--- config.mk ---
export PLATFORM = sky130hd
export DESIGN_NAME = icr_ctrl
export DESIGN_NICKNAME = d
export VERILOG_FILES = /design/src/rtl/core/icr_pkg.sv /design/src/rtl/core/icr_ctrl.sv
export SDC_FILE = /design/constraint.sdc
export NUM_CORES = 1
export LEC_CHECK = 0
export ABC_AREA = 0
export BUFFER_PORTS_ARGS = -buffer_cell sky130_fd_sc_hd__clkbuf_2
export CELL_PAD_IN_SITES_DETAIL_PLACEMENT = 1
export CELL_PAD_IN_SITES_GLOBAL_PLACEMENT = 1
export CORE_MARGIN = 5
export CORE_UTILIZATION = 29
export DETAILED_ROUTE_END_ITERATION = 8
export GPL_TIMING_DRIVEN = 1
export PLACE_DENSITY_LB_ADDON = 0.1
export SLEW_MARGIN = 20
export SYNTH_ARGS = -nofsm -noshare
export SYNTH_HDL_FRONTEND = slang
export SYNTH_SLANG_ARGS = --single-unit
--- constraint.sdc ---
create_clock -name clk -period 2.1 [get_ports clk]
set_input_delay 0.315 -clock clk [delete_from_list [all_inputs] [get_ports clk]]
set_output_delay 0.315 -clock clk [all_outputs]
set_load 0.02 [all_outputs]
--- src/rtl/core/icr_pkg.sv ---
// Shared constants, codes and control types for the complex response interpolator.
package icr_pkg;

  localparam int NODES  = 32;
  localparam int POINTS = 256;
  localparam int NODE_W = 5;
  localparam int IDX_W  = 8;
  localparam int CNT_W  = 9;
  localparam int ADDR_W = NODE_W + IDX_W;
  localparam int DEPTH  = NODES * POINTS;
  localparam int LIM_W  = 6;

  localparam logic [1:0] CMD_CLEAR  = 2'd0;
  localparam logic [1:0] CMD_APPEND = 2'd1;
  localparam logic [1:0] CMD_QUERY  = 2'd2;

  // Read address sources of the point memories.
  localparam logic [1:0] RD_APPEND = 2'd0;
  localparam logic [1:0] RD_MID    = 2'd1;
  localparam logic [1:0] RD_PICK   = 2'd2;
  localparam logic [1:0] RD_NEXT   = 2'd3;

  typedef struct packed {
    logic       load;
    logic       do_clear;
    logic       ap_wr;
    logic       q_init;
    logic       q_node;
    logic       s_upd;
    logic       cap0;
    logic       cap1;
    logic       div_step;
    logic       mul;
    logic       lerp;
    logic       sq;
    logic       sum;
    logic       root;
    logic       emit;
    logic [1:0] rd_sel;
  } ctl_t;

  typedef struct packed {
    logic lim_zero;
    logic cnt_zero;
    logic s_done;
    logic single;
    logic div_done;
    logic root_done;
    logic more;
  } sts_t;

endpackage

--- src/rtl/core/icr_ctrl.sv ---
// Controller state machine that sequences clear, append and query transactions.
module icr_ctrl
  import icr_pkg::*;
(
  input  logic       clk,
  input  logic       rst,
  input  logic       start,
  input  logic [1:0] command,
  input  sts_t       sts,
  output logic       busy,
  output ctl_t       ctl
);

  localparam logic [4:0] S_IDLE  = 5'd0;
  localparam logic [4:0] S_CLR   = 5'd1;
  localparam logic [4:0] S_AP_RD = 5'd2;
  localparam logic [4:0] S_AP_WR = 5'd3;
  localparam logic [4:0] S_QINIT = 5'd4;
  localparam logic [4:0] S_QNODE = 5'd5;
  localparam logic [4:0] S_SCHK  = 5'd6;
  localparam logic [4:0] S_SUPD  = 5'd7;
  localparam logic [4:0] S_PICK  = 5'd8;
  localparam logic [4:0] S_CAP0  = 5'd9;
  localparam logic [4:0] S_CAP1  = 5'd10;
  localparam logic [4:0] S_DIV   = 5'd11;
  localparam logic [4:0] S_MUL   = 5'd12;
  localparam logic [4:0] S_LERP  = 5'd13;
  localparam logic [4:0] S_SQ    = 5'd14;
  localparam logic [4:0] S_SUM   = 5'd15;
  localparam logic [4:0] S_ROOT  = 5'd16;
  localparam logic [4:0] S_EMIT  = 5'd17;

  logic [4:0] state, state_next;

  assign busy = (state != S_IDLE);

  // State register.
  always_ff @(posedge clk) begin
    if (rst) begin
      state <= S_IDLE;
    end else begin
      state <= state_next;
    end
  end

  // Next state and datapath commands.
  always_comb begin
    state_next = state;
    ctl        = '0;
    ctl.rd_sel = RD_MID;
    case (state)
      S_IDLE: begin
        if (start) begin
          ctl.load = 1'b1;
          case (command)
            CMD_CLEAR:  state_next = S_CLR;
            CMD_APPEND: state_next = S_AP_RD;
            CMD_QUERY:  state_next = S_QINIT;
            default:    state_next = S_IDLE;
          endcase
        end
      end
      S_CLR: begin
        ctl.do_clear = 1'b1;
        state_next   = S_IDLE;
      end
      S_AP_RD: begin
        ctl.rd_sel = RD_APPEND;
        state_next = S_AP_WR;
      end
      S_AP_WR: begin
        ctl.ap_wr  = 1'b1;
        state_next = S_IDLE;
      end
      S_QINIT: begin
        ctl.q_init = 1'b1;
        state_next = sts.lim_zero ? S_IDLE : S_QNODE;
      end
      S_QNODE: begin
        ctl.q_node = 1'b1;
        state_next = S_SCHK;
      end
      S_SCHK: begin
        if (sts.cnt_zero) begin
          state_next = S_EMIT;
        end else if (sts.s_done) begin
          state_next = S_PICK;
        end else begin
          ctl.rd_sel = RD_MID;
          state_next = S_SUPD;
        end
      end
      S_SUPD: begin
        ctl.s_upd  = 1'b1;
        state_next = S_SCHK;
      end
      S_PICK: begin
        ctl.rd_sel = RD_PICK;
        state_next = S_CAP0;
      end
      S_CAP0: begin
        ctl.cap0   = 1'b1;
        ctl.rd_sel = RD_NEXT;
        state_next = sts.single ? S_SQ : S_CAP1;
      end
      S_CAP1: begin
        ctl.cap1   = 1'b1;
        state_next = S_DIV;
      end
      S_DIV: begin
        ctl.div_step = 1'b1;
        if (sts.div_done) begin
          state_next = S_MUL;
        end
      end
      S_MUL: begin
        ctl.mul    = 1'b1;
        state_next = S_LERP;
      end
      S_LERP: begin
        ctl.lerp   = 1'b1;
        state_next = S_SQ;
      end
      S_SQ: begin
        ctl.sq     = 1'b1;
        state_next = S_SUM;
      end
      S_SUM: begin
        ctl.sum    = 1'b1;
        state_next = S_ROOT;
      end
      S_ROOT: begin
        ctl.root = 1'b1;
        if (sts.root_done) begin
          state_next = S_EMIT;
        end
      end
      S_EMIT: begin
        ctl.emit   = 1'b1;
        state_next = sts.more ? S_QNODE : S_IDLE;
      end
      default: state_next = S_IDLE;
    endcase
  end

  // A new transaction is only taken when the controller is idle.
  assert property (@(posedge clk) disable iff (rst)
    ctl.load |-> (state == S_IDLE))
    else $error("load issued outside idle");

  // Division always runs its sixteen steps before the multiply.
  assert property (@(posedge clk) disable iff (rst)
    (state == S_MUL) |-> $past(sts.div_done))
    else $error("multiply before division finished");

  // A result is only emitted after a root or for an empty node.
  assert property (@(posedge clk) disable iff (rst)
    (state == S_EMIT) |-> ($past(sts.root_done) || sts.cnt_zero))
    else $error("emit without a finished root");

endmodule

==> metrics.txt, run 1 <==
Hold Violations, Final 0; met2 routed WL 966 µm; Die H 55.0 µm; dpl hpwl 1600 µm; largest family of logic cells by synthesized area simple AND/OR/NAND/NOR gates; first-pass GRT wire length 3040 µm; Pwr Total 340 µW; compound-gate portion of the synthesized area 0.266; Total GRT Usage 0.137; Mapped Cells 85; TritonRoute pass-1 iters 4; pin count of the biggest net entering global routing 16; Post-Route M1 WL approximately 860 µm; FMAX 511 MHz; post-synthesis xor/xnor area fraction 0; power per cell area 445 nW/µm²; worst endpoint data arrival time 1640 ps; Filler cells 283; synth unique cells 39; Max-cap violations 0; Via density 5.12; detailed-route DRC error count 0; Die Wd 55.0 µm; H-Tree Depth 1; Slew Limit Fails 0; DRT iter0 DRCs 8; row cnt 16; clock root cell clkbuf_4; multiplexer share of the synthesized area 0.0170; Setup CP Type reg2out; Initial Util 0.303; clock-pin transition on the worst setup and hold timing paths 40 ps; PortBufs 29; vias in the first global route 711; sequential fraction of the synthesis area 0.170; Die ar. 3030 µm²; ANT nets after route 0; Pleak 0.000333 µW; Yosys top cell area share 0.170; vias 722; Synth area leader dfxtp_1; gpl congestion roughly 0.76; ys flop type dfxtp_1; Boundary Pins 30; critical path launch point type flip-flop; syn nets a little under 100; ys async rst share 0; Top reg by flops state; worst skew pair latency ~230 ps; DR top layer met4; total placed cells including tap cells 137; Post-Syn Area per Cell 6.92 µm²; Tcrit/Tclk final 0.932; P&R area growth vs syn 30.2%; RSZ-0062 raised after global routing no; initial antenna violation count 0; final setup violation count 0; setup TNS 0 ps; Core Area 1940 µm²; peak supply drop 0.000269 V; Synth Area in Adders 0; most frequent cells after synthesis 20 x nor2_1, 5 x dfxtp_1, 5 x nand2_1, 5 x or3_1; Post-synth EDFFs 0; Simple-Gate Fraction of Synth Area 0.447; CP required 1780 ps; cell with the most instances after synthesis nor2_1; Routed WL per cell 13.7 µm; Mapped Area 588 µm²; status completed; slew of the pin with the lowest slew margin 447 ps; CTS Buf Count 3; Hold Path Class in2reg; number of nets in the layout between 100 and 150; Area contributors post-synth dfxtp_1 17%, nor2_1 13%, or3_1 5.3%; max reg flops 5; grt ovf 0; CTS Sinks 5; worst-path maximum fanout 15; Cell Count, Final, Fillers Out 141; CP Capture Type output pin; # diodes 0; Yosys Warn Count 0; CTS tree done; CTS Buffer Depth 2; slew margin rel. 0.701; share of cells above drive strength 1 0.386; #FFs+latches synth 5; CTS Hold Buffers Added 0; total detailed-routing wirelength 1940 µm; largest registers state (5); WL met3 between 90 and 100 µm; Tmin final just under 2000 ps; clock skew between 1 and 1.5 ps
[worst paths after layout]
check / startpoint / to / slack, ps / depth (start not counted)
setup / recovery: state[3] / ctl[16] / 140 / 4
hold / removal: rst / state[1] / 300 / 2
setup reg to reg: state[3] / state[0] / 310 / 5
hold reg to reg: state[2] / state[3] / 680 / 2
[worst max-delay path, cell delays in order, from the launching register on]
cell and delay, ps:
dfxtp_1 440, or3_4 400, or2_1 290, nor2_1 110, clkbuf_2 170
[per-stage QoR]
stage,hold WS (ps),util,setup slack [ps],cell area [µm²]
5_1_grt,306,0.394,67.2,766
3_5_place_dp,548,0.380,332,738
6_report,299,0.394,143,766
4_1_cts,296,0.394,76.8,764
2_1_floorplan,384,-,437,588
3_3_place_gp,548,0.380,334,738
[power by group]
part / switching, µW / internal (µW) / leakage (µW) / total [µW]
clock network: 34.7 / 71.5 / 0.0000150 / 106
registers: 10.0 / 100 / 0.0000410 / 110
logic: 72.0 / 51.9 / 0.000277 / 124
[placed cells by master, fill, tap and decap left out, types with 3 or more instances in the layout]
master / Yosys / layout
clkbuf_2: 0 / 29
nor2_1: 20 / 20
nand2_1: 5 / 5
or3_1: 5 / 5
dfxtp_1: 5 / 4
inv_1: 3 / 3
nand2b_1: 3 / 3
nor3_1: 3 / 3
a21oi_1: 3 / 3
clkbuf_4: 0 / 3
[per-layer routing]
| metal | up-vias | track usage |
|---|---|---|
| met3 | 2 | 0.0107 |
| met5 | - | 0 |
| met1 | 338 | 0.166 |
| met2 | 16 | 0.238 |
| li1 | 366 | - |
| met4 | 0 | 0.0729 |
[timing repair]
| item | CTS | global route |
|---|---|---|
| endpoints found under the setup margin | 0 | 1 |
| setup buffers | 0 | 0 |
| gates resized for setup | 0 | 1 |
[cell type report]
class,instances,area [µm²],share of cell area
multi-input combinational,70,429,0.560
timing repair buffer,31,160,0.209
sequential,5,101,0.132
tap,27,33.8,0.0441
clock buffer,4,26.3,0.0343
inverter,4,15.0,0.0196
[cell families (layout without fill, tap and decap cells)]
logic type / Yosys count / after routing
compound gates: 21 / 21
buf+inv: 10 / 39
flops: 5 / 5
mux: 1 / 1
simple gates: 48 / 48
(Power assumes the default switching activity.)
==> run 2, diff against run 1 <==
--- a/config.mk
+++ b/config.mk
@@ -6,15 +6,14 @@
 export NUM_CORES = 1
 export LEC_CHECK = 0
 export ABC_AREA = 0
-export BUFFER_PORTS_ARGS = -buffer_cell sky130_fd_sc_hd__clkbuf_2
+export BUFFER_PORTS_ARGS = -buffer_cell sky130_fd_sc_hd__buf_2
 export CELL_PAD_IN_SITES_DETAIL_PLACEMENT = 1
 export CELL_PAD_IN_SITES_GLOBAL_PLACEMENT = 1
 export CORE_MARGIN = 5
 export CORE_UTILIZATION = 29
 export DETAILED_ROUTE_END_ITERATION = 8
 export GPL_TIMING_DRIVEN = 1
-export PLACE_DENSITY_LB_ADDON = 0.1
-export SLEW_MARGIN = 20
+export PLACE_DENSITY = 0.89
 export SYNTH_ARGS = -nofsm -noshare
 export SYNTH_HDL_FRONTEND = slang
 export SYNTH_SLANG_ARGS = --single-unit
==> metrics.txt, run 2 (synthesized netlist as in run 1, its figures left out) <==
Hold Path Class in2reg; Filler cells 274 (-3.2%); CTS tree done; grt ovf 0 (unchanged); vias in the first global route 723 (+1.7%); CTS Buf Count 3 (unchanged); worst endpoint data arrival time 1660 ps (+20 ps); Total GRT Usage 0.154 (+0.0166); CP required 1780 ps (about the same); RSZ-0062 raised after global routing no; Via density 5.24 (+2.4%); hold endpoint state[4]; Tmin final 1970 ps (+13.5 ps); gpl congestion 0.890 (+17%); TritonRoute pass-1 iters 4 (unchanged); worst-path maximum fanout 15 (unchanged); setup TNS 0 ps (unchanged); Max-cap violations 0 (unchanged); ANT nets after route 0 (unchanged); Boundary Pins 30 (unchanged); clock-pin transition on the worst setup and hold timing paths 50 ps (about the same); total detailed-routing wirelength 2130 µm (+9.9%); Tcrit/Tclk final 0.938 (+0.00644); Reg2Reg Depth 5 (unchanged); CTS Hold Buffers Added 0 (unchanged); CTS Sinks 5 (unchanged); first-pass GRT wire length 3370 µm (+11%); Pleak 0.000344 µW (+3.2%); status completed; DRT iter0 DRCs 12 (+4); pin count of the biggest net entering global routing 16 (unchanged); critical path launch point type flip-flop; Die Wd 55.0 µm (unchanged); number of nets in the layout 127 (unchanged); most frequent cells in the layout 29 x buf_2, 20 x nor2_1, 5 x nand2_1, 5 x or3_1, 4 x dfxtp_1; largest registers state (5); initial antenna violation count 0 (unchanged); Initial Util 0.303 (unchanged); most common cell after layout, fill and taps aside buf_2; Pwr Total 355 µW (+4.2%); share of cells above drive strength 1 0.386 (unchanged); post-CTS setup buffers 0 (unchanged); max reg flops 5 (unchanged); FMAX 508 MHz (-0.69%); PortBufs 29 (unchanged); Top reg by flops state; Setup CP Type reg2out; row cnt 16 (unchanged); P&R area growth vs syn 30.2% (unchanged); Die H 55.0 µm (unchanged); CP Capture Type output pin; H-Tree Depth 1 (unchanged); slew margin rel. 0.687 (-0.0141); worst hold path depth 2 (unchanged); Post-CTS Resized 0 (unchanged); Core Area 1940 µm² (unchanged); dpl hpwl 1710 µm (+7.1%); peak supply drop 0.000183 V (-32%); detailed-route DRC error count 0 (unchanged); final setup violation count 0 (unchanged); CTS Buffer Depth 2 (unchanged); Hold Violations, Final 0 (unchanged); Routed WL per cell 15.1 µm (+9.9%); clock skew 2.35 ps (+0.874 ps); slew of the pin with the lowest slew margin 469 ps (+21.1 ps); worst reg2reg startpoint state[3]; vias 739 (+2.4%); # diodes 0 (unchanged); hold_sp rst; clock root cell clkbuf_4; r2r endpoint state[0]; Slew Limit Fails 0 (unchanged); reg2reg setup slack 280 ps (-30 ps); Die ar. 3030 µm² (unchanged); power per cell area 463 nW/µm² (+4.2%); worst skew pair latency 250 ps (+20 ps)
[run 2: changes by cell type in the layout (fill, tap and decap cells not counted)]
| cell | previous run | this run |
|---|---|---|
| clkbuf_2 | 29 | 0 |
| buf_2 | 0 | 29 |
[run 2: cell type report]
| type | count | area, µm² | area share |
|---|---|---|---|
| flip-flops and latches | 5 | 101 | 0.132 |
| repair buffers | 31 | 160 | 0.209 |
| well taps | 27 | 33.8 | 0.0441 |
| clock buffers | 4 | 26.3 | 0.0343 |
| multi-input cells | 70 | 429 | 0.560 |
| inverters | 4 | 15.0 | 0.0196 |
[run 2: critical path: stages (launching register included)]
cell     delay, ps
dfxtp_1        440
or3_4          400
or2_1          290
nor2_1         100
buf_2          170
[run 2: layer usage]
| layer | global-route usage | vias up | part of all wire |
|---|---|---|---|
| li1 | - | 367 | - |
| met1 | 0.190 | 340 | 0.41 |
| met2 | 0.262 | 28 | 0.51 |
| met3 | 0.0429 | 4 | 0.060 |
| met4 | 0.0364 | 0 | 0.021 |
| met5 | 0 | - | 0 |
[run 2: metrics by stage]
stage,util,instances,hold slack [ps],setup slack [ps],instance area [µm²]
after global placement,0.380,137,563,367,738
final,0.394,141,308,130,766
after detailed placement,0.380,137,568,315,738
after CTS,0.394,141,300,63.8,764
after floorplan,-,85,384,437,588
after global routing,0.394,141,322,21.9,766
[run 2: how the worst max path moves through the flow]
stage                         from  endpoint  slack (ps)  depth (start not counted)
final                     state[3]   ctl[16]         130                          4
after detailed placement  state[3]  state[0]         310                          5
after floorplan           state[4]   ctl[16]         440                          4
after CTS                 state[2]   ctl[13]          60                          4
after global routing      state[3]   ctl[16]          20                          4
after global placement    state[2]   ctl[12]         370                          4
[run 2: power by group]
group          internal, µW  switching [µW]
clock                  72.3            46.2
sequential              100            9.94
combinational          52.1            74.1
